File: src/prre_pkg.sv
// Shared types, widths and constants of the pixel row run extractor.
package prre_pkg;

  localparam int unsigned PIX_W       = 24;
  localparam int unsigned COORD_W     = 20;
  localparam int unsigned CFG_DIM_W   = 13;
  localparam int unsigned CFG_SCALE_W = 8;
  localparam int unsigned CFG_IDX_W   = 3;
  localparam int unsigned CFG_DATA_W  = 13;

  localparam int unsigned MAX_DIM_DEF   = 4096;
  localparam int unsigned MAX_SCALE_DEF = 255;

  // Register indexes of the configuration port.
  localparam logic [CFG_IDX_W-1:0] CFG_IDX_WIDTH    = 3'd0;
  localparam logic [CFG_IDX_W-1:0] CFG_IDX_HEIGHT   = 3'd1;
  localparam logic [CFG_IDX_W-1:0] CFG_IDX_SCALE    = 3'd2;
  localparam logic [CFG_IDX_W-1:0] CFG_IDX_MIRROR_X = 3'd3;
  localparam logic [CFG_IDX_W-1:0] CFG_IDX_MIRROR_Y = 3'd4;
  localparam logic [CFG_IDX_W-1:0] CFG_IDX_NEGATIVE = 3'd5;

  localparam logic [CFG_DIM_W-1:0]   WIDTH_RST  = 13'd640;
  localparam logic [CFG_DIM_W-1:0]   HEIGHT_RST = 13'd480;
  localparam logic [CFG_SCALE_W-1:0] SCALE_RST  = 8'd1;

  localparam logic [PIX_W-1:0] COLOR_BLACK = 24'h000000;
  localparam logic [PIX_W-1:0] COLOR_WHITE = 24'hffffff;

  // Effective settings after clamping, as seen by the run logic.
  typedef struct packed {
    logic [CFG_DIM_W-1:0]   width;
    logic [CFG_DIM_W-1:0]   height;
    logic [CFG_SCALE_W-1:0] scale;
    logic                   mirror_x;
    logic                   mirror_y;
    logic                   negative;
  } cfg_t;

  typedef struct packed {
    logic [COORD_W-1:0] x_start;
    logic [COORD_W-1:0] y;
    logic [COORD_W-1:0] x_end;
  } seg_t;

endpackage

File: src/prre_cfg_regs.sv
// Configuration registers of the run extractor with dimension and scale clamping.
module prre_cfg_regs #(
  parameter int unsigned MAX_DIM   = prre_pkg::MAX_DIM_DEF,
  parameter int unsigned MAX_SCALE = prre_pkg::MAX_SCALE_DEF
) (
  input  logic                                clk_i,
  input  logic                                rst_ni,
  input  logic                                cfg_we_i,
  input  logic [prre_pkg::CFG_IDX_W-1:0]      cfg_idx_i,
  input  logic [prre_pkg::CFG_DATA_W-1:0]     cfg_wdata_i,
  output prre_pkg::cfg_t                      cfg_o
);
  import prre_pkg::*;

  logic [CFG_DIM_W-1:0]   width_q, height_q;
  logic [CFG_SCALE_W-1:0] scale_q;
  logic                   mirror_x_q, mirror_y_q, negative_q;

  always_ff @(posedge clk_i or negedge rst_ni) begin
    if (!rst_ni) begin
      width_q    <= WIDTH_RST;
      height_q   <= HEIGHT_RST;
      scale_q    <= SCALE_RST;
      mirror_x_q <= 1'b0;
      mirror_y_q <= 1'b0;
      negative_q <= 1'b0;
    end else if (cfg_we_i) begin
      case (cfg_idx_i)
        CFG_IDX_WIDTH:    width_q    <= cfg_wdata_i[CFG_DIM_W-1:0];
        CFG_IDX_HEIGHT:   height_q   <= cfg_wdata_i[CFG_DIM_W-1:0];
        CFG_IDX_SCALE:    scale_q    <= cfg_wdata_i[CFG_SCALE_W-1:0];
        CFG_IDX_MIRROR_X: mirror_x_q <= cfg_wdata_i[0];
        CFG_IDX_MIRROR_Y: mirror_y_q <= cfg_wdata_i[0];
        CFG_IDX_NEGATIVE: negative_q <= cfg_wdata_i[0];
        default: ;
      endcase
    end
  end

  // A zero size counts as one; a size above the limit saturates. The limit only
  // takes effect when it is below the register range, so it always fits.
  function automatic logic [CFG_DIM_W-1:0] clamp_dim(input logic [CFG_DIM_W-1:0] v);
    logic [CFG_DIM_W-1:0] r;
    if (v == '0) begin
      r = CFG_DIM_W'(1);
    end else if (32'(v) > 32'(MAX_DIM)) begin
      r = CFG_DIM_W'(MAX_DIM);
    end else begin
      r = v;
    end
    return r;
  endfunction

  always_comb begin
    cfg_o.width    = clamp_dim(width_q);
    cfg_o.height   = clamp_dim(height_q);
    cfg_o.scale    = (32'(scale_q) > 32'(MAX_SCALE)) ? CFG_SCALE_W'(MAX_SCALE) : scale_q;
    cfg_o.mirror_x = mirror_x_q;
    cfg_o.mirror_y = mirror_y_q;
    cfg_o.negative = negative_q;
  end

endmodule

File: src/prre_run_core.sv
// Column and row counters, run state and scaled segment coordinates.
module prre_run_core #(
  parameter int unsigned MAX_DIM = prre_pkg::MAX_DIM_DEF
) (
  input  logic                        clk_i,
  input  logic                        rst_ni,
  input  prre_pkg::cfg_t              cfg_i,
  input  logic                        step_i,
  input  logic [prre_pkg::PIX_W-1:0]  pix_i,
  output logic                        emit_o,
  output prre_pkg::seg_t              seg_o
);
  import prre_pkg::*;

  localparam int unsigned CntW = $clog2(MAX_DIM);
  localparam int unsigned CmpW = ((CntW > CFG_DIM_W) ? CntW : CFG_DIM_W) + 1;
  localparam int unsigned PrdW = CmpW + CFG_SCALE_W;

  logic [CntW-1:0]    col_q, col_d, row_q, row_d;
  logic               run_q, run_d;
  logic [COORD_W-1:0] start_q, start_d;

  logic [CmpW-1:0]    col_ext, row_ext, w_ext, h_ext, x, y;
  logic [PrdW-1:0]    x_prd, y_prd;
  logic [COORD_W-1:0] sx, sy;
  logic [PIX_W-1:0]   fg, bg;
  logic               fg_hit, bg_hit, row_end, run_after, opens;

  always_comb begin
    col_ext = CmpW'(col_q);
    row_ext = CmpW'(row_q);
    w_ext   = CmpW'(cfg_i.width);
    h_ext   = CmpW'(cfg_i.height);

    // Mirrored coordinates are absolute differences, which also covers a
    // counter left beyond a size that was made smaller mid-frame.
    if (cfg_i.mirror_x) begin
      x = (col_ext >= w_ext) ? (col_ext - w_ext) : (w_ext - col_ext);
    end else begin
      x = col_ext;
    end
    if (cfg_i.mirror_y) begin
      y = row_ext;
    end else begin
      y = (row_ext >= h_ext) ? (row_ext - h_ext) : (h_ext - row_ext);
    end

    x_prd = PrdW'(x) * PrdW'(cfg_i.scale);
    y_prd = PrdW'(y) * PrdW'(cfg_i.scale);
    sx    = x_prd[COORD_W-1:0];
    sy    = y_prd[COORD_W-1:0];

    fg     = cfg_i.negative ? COLOR_WHITE : COLOR_BLACK;
    bg     = cfg_i.negative ? COLOR_BLACK : COLOR_WHITE;
    fg_hit = (pix_i == fg);
    bg_hit = (pix_i == bg);

    row_end   = (col_ext + CmpW'(1)) >= w_ext;
    opens     = fg_hit && !run_q;
    run_after = fg_hit ? 1'b1 : (bg_hit ? 1'b0 : run_q);

    // A background pixel closes an open run; a run still open at the row end
    // is flushed, including one opened by the last pixel itself.
    emit_o        = (bg_hit && run_q) || (row_end && run_after);
    seg_o.x_start = opens ? sx : start_q;
    seg_o.y       = sy;
    seg_o.x_end   = sx;

    start_d = opens ? sx : start_q;
    run_d   = row_end ? 1'b0 : run_after;
    if (row_end) begin
      col_d = '0;
      row_d = ((row_ext + CmpW'(1)) >= h_ext) ? '0 : (row_q + CntW'(1));
    end else begin
      col_d = col_q + CntW'(1);
      row_d = row_q;
    end
  end

  always_ff @(posedge clk_i or negedge rst_ni) begin
    if (!rst_ni) begin
      col_q   <= '0;
      row_q   <= '0;
      run_q   <= 1'b0;
      start_q <= '0;
    end else if (step_i) begin
      col_q   <= col_d;
      row_q   <= row_d;
      run_q   <= run_d;
      start_q <= start_d;
    end
  end

endmodule

File: src/prre_out_reg.sv
// Result register holding one segment word until the receiver takes it.
module prre_out_reg (
  input  logic            clk_i,
  input  logic            rst_ni,
  input  logic            load_i,
  input  logic            emit_i,
  input  prre_pkg::seg_t  seg_i,
  input  logic            out_stall_i,
  output logic            free_o,
  output logic            out_valid_o,
  output prre_pkg::seg_t  seg_o
);
  import prre_pkg::*;

  logic valid_q, valid_d;
  seg_t seg_q;

  // The slot can take a new result when empty or when its word leaves now.
  assign free_o = !valid_q || !out_stall_i;

  always_comb begin
    if (load_i) begin
      valid_d = emit_i;
    end else begin
      valid_d = valid_q && out_stall_i;
    end
  end

  always_ff @(posedge clk_i or negedge rst_ni) begin
    if (!rst_ni) begin
      valid_q <= 1'b0;
    end else begin
      valid_q <= valid_d;
    end
  end

  always_ff @(posedge clk_i) begin
    if (load_i && emit_i) begin
      seg_q <= seg_i;
    end
  end

  assign out_valid_o = valid_q;
  assign seg_o       = seg_q;

endmodule

File: src/pixel_row_run_extractor_unit.sv
// Top level of the pixel row run extractor.
//
// Pixels enter as one 24-bit word per handshake on the input channel
// (in_valid_i, in_stall_o, pixel_color_i), row by row in raster order.
// Black pixels (white ones when negative is set) form runs, the other of the
// two closes a run, and any other color leaves the run state alone. Each run
// leaves as one segment word on the output channel (out_valid_o, out_stall_i,
// seg_x_start_o, seg_y_o, seg_x_end_o); a run still open at the last pixel of
// a row is flushed with that pixel's x as its end.
// One pixel is accepted per clock unless the receiver stalls. A segment
// is held first, as its pixel, in the input register and then in the result
// register. Throughput is one pixel per cycle under the same condition, set by
// the single pass through the coordinate multipliers.
// While the receiver stalls a held segment, that word stays put and the run
// state does not advance; the input register takes one more pixel and then
// stalls the source until the segment leaves.
// Reset clears the column and row counters and the run state, empties both
// registers and loads the default geometry of 640 by 480, scale one, both
// mirror flags clear, black foreground. Configuration is written through
// cfg_we_i, cfg_idx_i and cfg_wdata_i while no pixel is in flight.
module pixel_row_run_extractor_unit #(
  parameter int unsigned MAX_DIM   = prre_pkg::MAX_DIM_DEF,
  parameter int unsigned MAX_SCALE = prre_pkg::MAX_SCALE_DEF
) (
  input  logic                              clk_i,
  input  logic                              rst_ni,
  input  logic                              cfg_we_i,
  input  logic [prre_pkg::CFG_IDX_W-1:0]    cfg_idx_i,
  input  logic [prre_pkg::CFG_DATA_W-1:0]   cfg_wdata_i,
  input  logic                              in_valid_i,
  output logic                              in_stall_o,
  input  logic [prre_pkg::PIX_W-1:0]        pixel_color_i,
  output logic                              out_valid_o,
  input  logic                              out_stall_i,
  output logic [prre_pkg::COORD_W-1:0]      seg_x_start_o,
  output logic [prre_pkg::COORD_W-1:0]      seg_y_o,
  output logic [prre_pkg::COORD_W-1:0]      seg_x_end_o
);
  import prre_pkg::*;

  cfg_t             cfg;
  seg_t             seg_new, seg_out;
  logic             emit, out_free, step, accept;
  logic             in_valid_q, in_valid_d;
  logic [PIX_W-1:0] pix_q;

  prre_cfg_regs #(
    .MAX_DIM   (MAX_DIM),
    .MAX_SCALE (MAX_SCALE)
  ) u_cfg (
    .clk_i       (clk_i),
    .rst_ni      (rst_ni),
    .cfg_we_i    (cfg_we_i),
    .cfg_idx_i   (cfg_idx_i),
    .cfg_wdata_i (cfg_wdata_i),
    .cfg_o       (cfg)
  );

  // The buffered pixel is processed as soon as the result register can take
  // whatever it produces; the run state advances in that same cycle.
  assign step       = in_valid_q && out_free;
  assign in_stall_o = in_valid_q && !out_free;
  assign accept     = in_valid_i && !in_stall_o;

  always_comb begin
    if (accept) begin
      in_valid_d = 1'b1;
    end else if (step) begin
      in_valid_d = 1'b0;
    end else begin
      in_valid_d = in_valid_q;
    end
  end

  always_ff @(posedge clk_i or negedge rst_ni) begin
    if (!rst_ni) begin
      in_valid_q <= 1'b0;
    end else begin
      in_valid_q <= in_valid_d;
    end
  end

  always_ff @(posedge clk_i) begin
    if (accept) begin
      pix_q <= pixel_color_i;
    end
  end

  prre_run_core #(
    .MAX_DIM (MAX_DIM)
  ) u_core (
    .clk_i  (clk_i),
    .rst_ni (rst_ni),
    .cfg_i  (cfg),
    .step_i (step),
    .pix_i  (pix_q),
    .emit_o (emit),
    .seg_o  (seg_new)
  );

  prre_out_reg u_out (
    .clk_i       (clk_i),
    .rst_ni      (rst_ni),
    .load_i      (step),
    .emit_i      (emit),
    .seg_i       (seg_new),
    .out_stall_i (out_stall_i),
    .free_o      (out_free),
    .out_valid_o (out_valid_o),
    .seg_o       (seg_out)
  );

  assign seg_x_start_o = seg_out.x_start;
  assign seg_y_o       = seg_out.y;
  assign seg_x_end_o   = seg_out.x_end;

endmodule

File: config.mk
export PLATFORM = sky130hd
export DESIGN_NAME = pixel_row_run_extractor_unit
export DESIGN_NICKNAME = d
export VERILOG_FILES = /design/src/prre_pkg.sv /design/src/prre_cfg_regs.sv /design/src/prre_run_core.sv /design/src/prre_out_reg.sv /design/src/pixel_row_run_extractor_unit.sv
export SDC_FILE = /design/constraint.sdc
export NUM_CORES = 1
export LEC_CHECK = 0
export BUFFER_PORTS_ARGS = -buffer_cell sky130_fd_sc_hd__clkbuf_2
export CORE_MARGIN = 2
export CORE_UTILIZATION = 60
export DETAILED_ROUTE_END_ITERATION = 16
export PLACE_DENSITY = 0.79
export SYNTH_ARGS = -nofsm -noshare
export SYNTH_HDL_FRONTEND = slang
export SYNTH_SLANG_ARGS = --single-unit
File: constraint.sdc
create_clock -name clk_i -period 10.8 [get_ports clk_i]
set_input_delay 2.16 -clock clk_i [delete_from_list [all_inputs] [get_ports clk_i]]
set_output_delay 2.16 -clock clk_i [all_outputs]
set_load 0.1 [all_outputs]
# [After elaboration in Yosys (flattened, before gate mapping)]
# Index checks and enable logic that the tools add are counted.
[op_classes] addsub=8 mul=2 order_cmp=6 n_eq_ne=7 mux=19 reduce_logical=26
[op_table] cell="$mux W14" count=4
[op_table] cell="$mux W13" count=4
[op_table] cell="$eq A24 B24 Y1" count=2
[op_table] cell="$mux W24" count=2
[op_table] cell="$mul A14 B8 Y20" count=2
[op_table] cell="$ge A14 B13 Y1" count=2
[op_table] cell="$sub A12 B13 Y14" count=2
[op_table] cell="$sub A13 B12 Y14" count=2
[op_table] cell="$add A12 B1 Y13 const B" count=2
[op_table] cell="$ge A12 B13 Y1" count=2
[op_table] cell="$gt A13 B13 Y1 const B" count=2
[op_table] cell="$logic_not A13 Y1" count=2
[op_table] cell="$add A12 B1 Y12 const B" count=2
[op_table] cell="$mux W12" count=2
[op_table] cell="$mux W20" count=1
[op_table] cell="$reduce_and A2 Y1" count=7
[op_table] cell="$logic_and A1 B1 Y1" count=8
[op_table] cell="$eq A3 B2 Y1 const B" count=2
[op_table] cell="$eq A3 B3 Y1 const B" count=2
[op_table] cell="$mux W1" count=6
[op_table] cell="$logic_not A1 Y1" count=5
[op_table] cell="$eq A3 B1 Y1 const B" count=1
[op_table] cell="$logic_not A3 Y1" count=1
[op_table] cell="$logic_or A1 B1 Y1" count=2
[op_table] cell="$reduce_bool A2 Y1" count=1
[totals] ff_bits=168 in_bits=45 output_inout_bits=62 wordCells=84

# [Logic depth before layout (Yosys ltp)]
# Gate-level depths: netlist of run 1.
[depth] ltp_word=8 ltp_mapped=35

# [Modules after synthesis]
# Synthesis of run 1 repeated with hierarchy kept, for this count alone.
[hier_totals] cells_unflattened=1768 area_unflattened_um2=17376.7
[modules_own_cells] mod="prre_run_core" instances=1 cells_per_inst=1552 area_each_um2=13033.8
[modules_own_cells] mod="prre_out_reg" instances=1 cells_per_inst=64 area_each_um2=1846.8
[modules_own_cells] mod="prre_cfg_regs" instances=1 cells_per_inst=122 area_each_um2=1711.6
[modules_own_cells] mod="pixel_row_run_extractor_unit" instances=1 cells_per_inst=30 area_each_um2=784.5

# [Worst setup path before layout of run 1]
# OpenSTA, ideal clock, no wires.
[synth_path] kind="register -> register" from="reg u_cfg.width_q[12]" to="reg u_out.seg_q, in the netlist u_out.seg_o[56] (data pin)" setup_time_ns=0.260 arrival_time_ns=7.408 required_ns=10.540 setup_slack_ns=3.132 stages_incl_launch_ff=33 path_buffers=4 path_cell_list="dfrtp_1 > clkbuf_1 > inv_1 > buf_1 > nand2_1 > inv_1 > ha_1 > buf_2 > nand4_1 > a211o_1 > and3_2 > a21oi_2 > buf_4 > mux2_1 > a31oi_1 > xnor2_1 > mux2i_2 > nor2b_1 > fa_1 > fa_1 > fa_1 > inv_1 > fa_1 > inv_1 > ha_1 > a21oi_1 > nor2_1 > a211oi_1 > o31ai_1 > a21o_1 > a21o_1 > xor2_1 > mux2_2"
[synth_rtl] item="start: declaration" line_no="prre_cfg_regs.sv:15" text="logic [CFG_DIM_W-1:0] width_q, height_q;"
[synth_rtl] item="start signal: assignment" line_no="prre_cfg_regs.sv:29" text="CFG_IDX_WIDTH: width_q <= cfg_wdata_i[CFG_DIM_W-1:0];"
[synth_rtl] item="end signal: assignment" line_no="prre_out_reg.sv:39" text="seg_q <= seg_i;"
[synth_rtl] item="end: declaration" line_no="prre_out_reg.sv:16" text="seg_t seg_q;"

==> run_results.csv, run 1 <==
group,metric,value,unit
run_status,status,"finished clean",
sta,finalHoldViolCount,0,
drt,dr.pass1.iters,5,
grt,grt_usage,28.4,%
sta,finalSetupTns,0,ns
sta,fin_worst_skew,0.0135,ns
setup_path,setup.worst_path.class,"flop to flop",
drt,via_per_inst,5.83,
logic_synthesis,synth-xor-area-share,3.70,%
sta,rsz0062_at_grt,"false",
logic_synthesis,muxShareOfSynthArea,5.68,%
drt,antenna_left,0,
final_layout,fin_util,65.7,%
sta,finalCritPeriodShare,85.0,%
sta,setup_ws,1.62,ns
setup_path,critPathSlowestCell,"a21oi_2",
clocking,cts_resized,0,
floorplan,coreArea,28500,sq um
job,maxCapViolCount,0,
floorplan,boundaryPins,107,
logic_synthesis,synthesis.nets,2127,
logic_synthesis,synthAdderAreaFrac,27.6,%
logic_synthesis,ys_warn_count,0,
placement,pre_cts_slack,1.73,ns
clocking,cts_buffers,17,
logic_synthesis,synth_edf_count,84,
grt,grt_max_degree,61,
grt,grt_antenna_before_repair,1,
clocking,clock_latency,0.45,ns
sta,period_minus_slack,9.18,ns
setup_path,worst-path-buf-inv,4,
sta,relSlewSlack,8.49,%
clocking,cts_tree,"yes",
drt,wl_per_cell,18.4,um
final_layout,drive_above_1_share,14.1,%
drt,drt-initial-drc-count,1081,
logic_synthesis,synth_compound_area_share,11.8,%
logic_synthesis,ys_ff_latch,168,
drt,vias,13165,
clocking,clockBufferDepth,2,
grt,grt_pass1_vias,13551,
setup_path,endpoint_kind,"flop",
floorplan,die_h,174,um
setup_path,r2r-start,"u_cfg.width_q[12]",
setup_path,r2r_slack,1.62,ns
floorplan,dieArea,30200,sq um
drt,drt-total-wl,41600,um
sta,maxSlewViolCount,0,
worst_hold_path,holdPathEnd,"u_core.start_q[5]",
drt,drcViolationCount,0,
final_layout,stdcell_area,18800,sq um
worst_hold_path,worstHoldStart,"u_core.start_q[5]",
placement,dpl_cell_area,18200,sq um
clocking,clock_sinks,168,
logic_synthesis,netlist_instances,1788,
clocking,post_cts.repair.setup_buffers,0,
clocking,ctsHoldBuffers,0,
logic_synthesis,ys_seq_area_share,26.8,%
logic_synthesis,synth_area_per_cell,9.68,sq um
logic_synthesis,yosys.area_share.simple,17.2,%
logic_synthesis,synth_ff_type,"edfxtp_1",
worst_hold_path,whs_path_depth,2,
sta,fmax,0.109,GHz
floorplan,start_util,60.6,%
logic_synthesis,ys_types,90,
clocking,clk_pin_slew_worst_paths,0.08,ns
setup_path,startpoint_type,"flop",
setup_path,required,11.00,ns
sta,setup_viol,0,
setup_path,path_delay_family,"compound AO/OA/AOI/OAI gates",
clocking,cts_root_buf,"clkbuf_16",
logic_synthesis,synth_top_family_by_area,"adder cells",
setup_path,cp_max_fo,15,
setup_path,r2r_cells,28,
logic_synthesis,synthesis.area,17300,sq um
placement,io_buffers,106,
final_layout,multi_input_area,11400,sq um
setup_path,crit_cells,28,
setup_path,cpPeakStageDelay,0.66,ns
floorplan,num_rows,62,
grt,grt_pass1_wl,68600,um
placement,gp_congestion,0.953,
final_layout,register_area,4630,sq um
setup_path,r2r_end,"u_out.seg_o[56]",
worst_hold_path,hp-class,"flop to flop",
floorplan,die_w,174,um
sta,worst_pin_slew,1.36,ns
placement,place_hpwl,31700,um
setup_path,crit_arrival,9.38,ns
final_layout,flow.area_growth_from_synthesis,8.48,%
logic_synthesis,synthArstFlopShare,50.0,%
grt,gr-total-overflow,0,
final_layout,fillers,2309,
final_layout,nets,2200,
clocking,htreeDepth,4,
layout by cell type, fill, tap and decap left out, types with 15 or more instances in the layout:
master,synthesis,final
o21a_1,20,20
mux2i_1,19,19
inv_1,259,259
clkbuf_2,0,105
nor3_1,27,25
a21o_1,28,28
dfrtp_1,77,77
nand2_1,154,154
ha_1,148,148
edfxtp_1,84,84
o21ai_0,43,43
clkbuf_16,0,17
xnor2_1,57,57
a22o_1,15,15
fa_1,146,146
nor2_1,62,62
mux2_2,67,67
and2_1,73,73
a21oi_1,61,60
and3_1,17,17
nand3_1,35,35
nor2b_1,94,94
nand2b_1,32,32
sequential cells by signal, summed over array words and instances (netlist names):
name               flops
u_out.out_valid_o      1
pix_q                 24
u_cfg.height_q        13
u_cfg.width_q         13
in_valid_q             1
u_cfg.mirror_y_q       1
u_cfg.mirror_x_q       1
u_core.run_q           1
u_cfg.negative_q       1
u_core.start_q        20
u_core.row_q          12
u_core.col_q          12
u_out.seg_o           60
u_cfg.scale_q          8
how the worst max path moves through the flow:
| stage | startpoint | to |
|---|---|---|
| CTS | u_cfg.width_q[12] | u_out.seg_o[56] |
| detailed placement | u_cfg.width_q[12] | u_out.seg_o[56] |
| global placement | u_cfg.width_q[12] | u_out.seg_o[58] |
| global route | u_cfg.width_q[12] | u_out.seg_o[58] |
| finish | u_cfg.width_q[12] | u_out.seg_o[56] |
| floorplan | u_cfg.width_q[12] | u_out.seg_o[56] |
logic make-up after synthesis:
family,count (synthesis)
compound gates,284
xor+xnor,70
fa+ha+maj,294
buf+inv,323
flops,168
mux,89
simple gates,560
final cells by class:
cell class | instances | share of cell area, %
antenna | 1 | 0.0133
inverter | 259 | 5.18
tap | 384 | 2.56
sequential | 168 | 24.7
clock buffer | 18 | 2.34
timing repair buffer | 118 | 3.32
multi-input combinational | 1297 | 61.0
clock inverter | 14 | 0.927
cell usage after synthesis, types with 27 or more instances:
| master | instances | area [sq um] |
|---|---|---|
| a21o_1 | 28 | 210 |
| a21oi_1 | 61 | 305 |
| and2_1 | 73 | 457 |
| clkbuf_1 | 46 | 173 |
| dfrtp_1 | 77 | 1930 |
| edfxtp_1 | 84 | 2520 |
| fa_1 | 146 | 2920 |
| ha_1 | 148 | 1850 |
| inv_1 | 259 | 972 |
| mux2_2 | 67 | 754 |
| nand2_1 | 154 | 578 |
| nand2b_1 | 32 | 200 |
| nand3_1 | 35 | 175 |
| nor2_1 | 62 | 233 |
| nor2b_1 | 94 | 588 |
| nor3_1 | 27 | 135 |
| o21ai_0 | 43 | 215 |
| xnor2_1 | 57 | 499 |
per-layer routing:
layer	global-route usage [%]	up-vias	wire (um)	part of all wire, %
li1	-	6144	-	-
met1	38.9	6549	18500	44
met2	47.2	402	20000	48
met3	4.25	70	2160	5.2
met4	8.23	0	913	2.2
met5	0	-	0	0
metrics by stage:
stage | hold WS [ns] | cells
final | 0.481 | 2259
after floorplan | 0.442 | 1788
after global routing | 0.516 | 2259
after detailed placement | 0.460 | 2226
after global placement | 0.453 | 2226
after CTS | 0.484 | 2258
worst reg2reg max path, delay by kind of cell, from the launching register on:
family | cells | cell delay, ns
AOI/OAI and AO/OA | 9 | 3.03
adders and majority gates | 6 | 2.88
and+or+nand+nor | 6 | 1.13
muxes | 2 | 0.68
DFF | 1 | 0.53
buffers and inverters | 4 | 0.53
xor gates and xnor gates | 1 | 0.16
Power of run 1 is left out: the tool's default activity adds up to more than one toggle a clock period on the data nets, which glitch-free logic cannot reach.
==> run 2, diff against run 1 <==
--- a/config.mk
+++ b/config.mk
@@ -7,9 +7,11 @@
 export LEC_CHECK = 0
 export BUFFER_PORTS_ARGS = -buffer_cell sky130_fd_sc_hd__clkbuf_2
 export CORE_MARGIN = 2
-export CORE_UTILIZATION = 60
+export CORE_UTILIZATION = 57
 export DETAILED_ROUTE_END_ITERATION = 16
-export PLACE_DENSITY = 0.79
+export PLACE_DENSITY = 0.78
+export SETUP_SLACK_MARGIN = 0.02
 export SYNTH_ARGS = -nofsm -noshare
 export SYNTH_HDL_FRONTEND = slang
+export SYNTH_HIERARCHICAL = 1
 export SYNTH_SLANG_ARGS = --single-unit
==> constraint.sdc (replaced) <==
create_clock -name clk_i -period 7.9 [get_ports clk_i]
set_input_delay 1.58 -clock clk_i [delete_from_list [all_inputs] [get_ports clk_i]]
set_output_delay 1.58 -clock clk_i [all_outputs]
set_load 0.1 [all_outputs]
==> run 2 against run 1 <==
Compared with the run above: critical endpoint is now u_out/seg_o[57]; area after synthesis up 0.45%; largest cell class unchanged; count of clock-buffer cells in the layout is 1 lower; synthesized cell count is 1.1% lower; hold slack gained 0.023 ns; highest routed layer unchanged; via count is 0.89% higher; die area increased by 5.6%.
==> run_results.csv, run 2 <==
group,metric,value,unit
run_status,status,"finished clean",
setup_path,r2r_slack,0.30,ns
clocking,clockBufferDepth,2,
drt,drt-initial-drc-count,959,
drt,wl_per_cell,17.8,um
logic_synthesis,ys_types,91,
setup_path,critPathSlowestCell,"fa_1",
floorplan,boundaryPins,107,
clocking,cts_buffers,17,
floorplan,num_rows,63,
logic_synthesis,ys_warn_count,6,
logic_synthesis,synthesis.area,17400,sq um
drt,via_per_inst,5.75,
sta,finalCritPeriodShare,96.3,%
clocking,cts_tree,"yes",
grt,grt_pass1_vias,13257,
worst_hold_path,hp-class,"flop to flop",
setup_path,critPathLaunch,"u_cfg/width_q[3]",
logic_synthesis,synthesis.nets,2105,
sta,fmax,0.132,GHz
final_layout,drive_above_1_share,21.9,%
drt,drcViolationCount,0,
sta,finalSetupTns,0,ns
placement,place_hpwl,32000,um
logic_synthesis,yosys-top-cells-count,"inv_1, fa_1, ha_1, nand2_1, nor2b_1",
logic_synthesis,synth_top_area_share,16.8,%
drt,drt-total-wl,41200,um
floorplan,coreArea,29800,sq um
clocking,clock_sinks,168,
setup_path,required,8.09,ns
floorplan,die_w,179,um
final_layout,flow.area_growth_from_synthesis,13.8,%
setup_path,startpoint_type,"flop",
setup_path,cp_max_fo,8,
grt,grt_max_degree,71,
setup_path,cpPeakStageDelay,0.55,ns
setup_path,r2r_cells,31,
logic_synthesis,netlist_instances,1768,
logic_synthesis,synthArstFlopShare,50.0,%
sta,fin_worst_skew,0.0224,ns
setup_path,setup.worst_path.end,"u_out/seg_o[57]",
setup_path,crit_arrival,7.79,ns
grt,gr-total-overflow,0,
clocking,cts_root_buf,"clkbuf_16",
final_layout,fillers,2350,
logic_synthesis,ys_ff_latch,168,
grt,grt_usage,26.5,%
placement,gp_congestion,0.938,
final_layout,largest_reg_flops,60,
grt,grt_pass1_wl,66600,um
sta,setup_viol,0,
setup_path,path_delay_family,"adder cells",
setup_path,endpoint_kind,"flop",
final_layout,final_common_cell,"inv_1",
final_layout,final_cell_mix,"inv_1, fa_1, ha_1, nand2_1, clkbuf_2",
setup_path,crit_cells,31,
setup_path,path_common_cell,"fa_1",
floorplan,start_util,58.3,%
clocking,htreeDepth,4,
logic_synthesis,synth_area_per_cell,9.83,sq um
clocking,clock_latency,0.45,ns
sta,period_minus_slack,7.60,ns
setup_path,r2r-start,"u_cfg/width_q[3]",
final_layout,diodes,0,
floorplan,dieArea,31900,sq um
logic_synthesis,ys_top_cells_by_area,"fa_1, edfxtp_1, dfrtp_1, ha_1, inv_1",
logic_synthesis,ys_seq_area_share,26.7,%
sta,relSlewSlack,31.9,%
floorplan,die_h,179,um
final_layout,nets,2244,
job,maxCapViolCount,0,
logic_synthesis,synth.largest_area_cell,"fa_1",
drt,antenna_left,0,
placement,io_buffers,106,
clocking,ctsHoldBuffers,0,
clocking,clk_pin_slew_worst_paths,0.07,ns
setup_path,worst-path-buf-inv,6,
logic_synthesis,yosysMostFrequentCell,"inv_1",
placement,pre_cts_slack,-0.215,ns
drt,vias,13282,
setup_path,r2r_end,"u_out/seg_o[57]",
sta,setup_ws,0.296,ns
drt,dr.pass1.iters,7,
setup_path,setup.worst_path.class,"flop to flop",
grt,grt_antenna_before_repair,0,
sta,finalHoldViolCount,0,
sta,maxSlewViolCount,0,
logic_synthesis,synth_edf_count,84,
logic_synthesis,synth_ff_type,"edfxtp_1",
sta,worst_pin_slew,1.02,ns
==> run 2: kinds of logic (layout without fill, tap and decap cells) <==
| logic type | Yosys count | after routing | share of synthesized area (%) |
|---|---|---|---|
| buf+inv | 326 | 478 | 7.39 |
| flops | 168 | 168 | 26.7 |
| fa+ha+maj | 292 | 292 | 27.3 |
| xor+xnor | 75 | 75 | 3.78 |
| mux | 115 | 115 | 7.33 |
| simple gates | 538 | 538 | 17.3 |
| compound gates | 254 | 254 | 10.3 |
==> run 2: area by class of cell <==
| type | count | area (sq um) | share of cell area [%] |
|---|---|---|---|
| inverter | 250 | 938 | 4.75 |
| timing repair buffer | 196 | 1230 | 6.25 |
| tap | 390 | 488 | 2.47 |
| clock buffer | 17 | 425 | 2.15 |
| sequential | 168 | 4630 | 23.4 |
| multi-input combinational | 1274 | 11900 | 60.2 |
| clock inverter | 15 | 151 | 0.766 |
==> run 2: what timing repair did <==
item,in CTS,in global routing
setup buffers,1,17
pin swaps,1,30
setup endpoints to repair,4,28
gates resized for setup,10,84
==> run 2: worst min-delay path by stage <==
stage / to / slack [ns] / start / cells past startpoint
after global placement: u_core/start_q[8] / 0.49 / u_core/start_q[8] / 1
final: u_core/start_q[0] / 0.50 / u_core/start_q[0] / 1
after global routing: u_core/start_q[15] / 0.53 / u_core/start_q[15] / 1
after floorplan: u_core/start_q[12] / 0.48 / u_core/start_q[12] / 1
after detailed placement: u_core/start_q[7] / 0.49 / u_core/start_q[7] / 1
after CTS: u_core/start_q[0] / 0.51 / u_core/start_q[0] / 1
==> run 2: layer usage <==
metal	track usage [%]	up-vias	share of wire [%]
met5	0	-	0
met1	37.3	6611	46
li1	-	6257	-
met4	5.96	0	1.2
met2	43.4	378	48
met3	3.86	36	5.3
==> run 2: metrics by stage <==
step                      instance area, sq um  hold slack (ns)  instances  util (%)
after floorplan                          17400            0.475       1768         -
after global placement                   18600            0.485       2260      62.4
after detailed placement                 18600            0.492       2260      62.4
after CTS                                19200            0.509       2293      64.5
after global routing                     19800            0.526       2310      66.4
final                                    19800            0.504       2310      66.4
Power of run 2 is left out for the same reason.
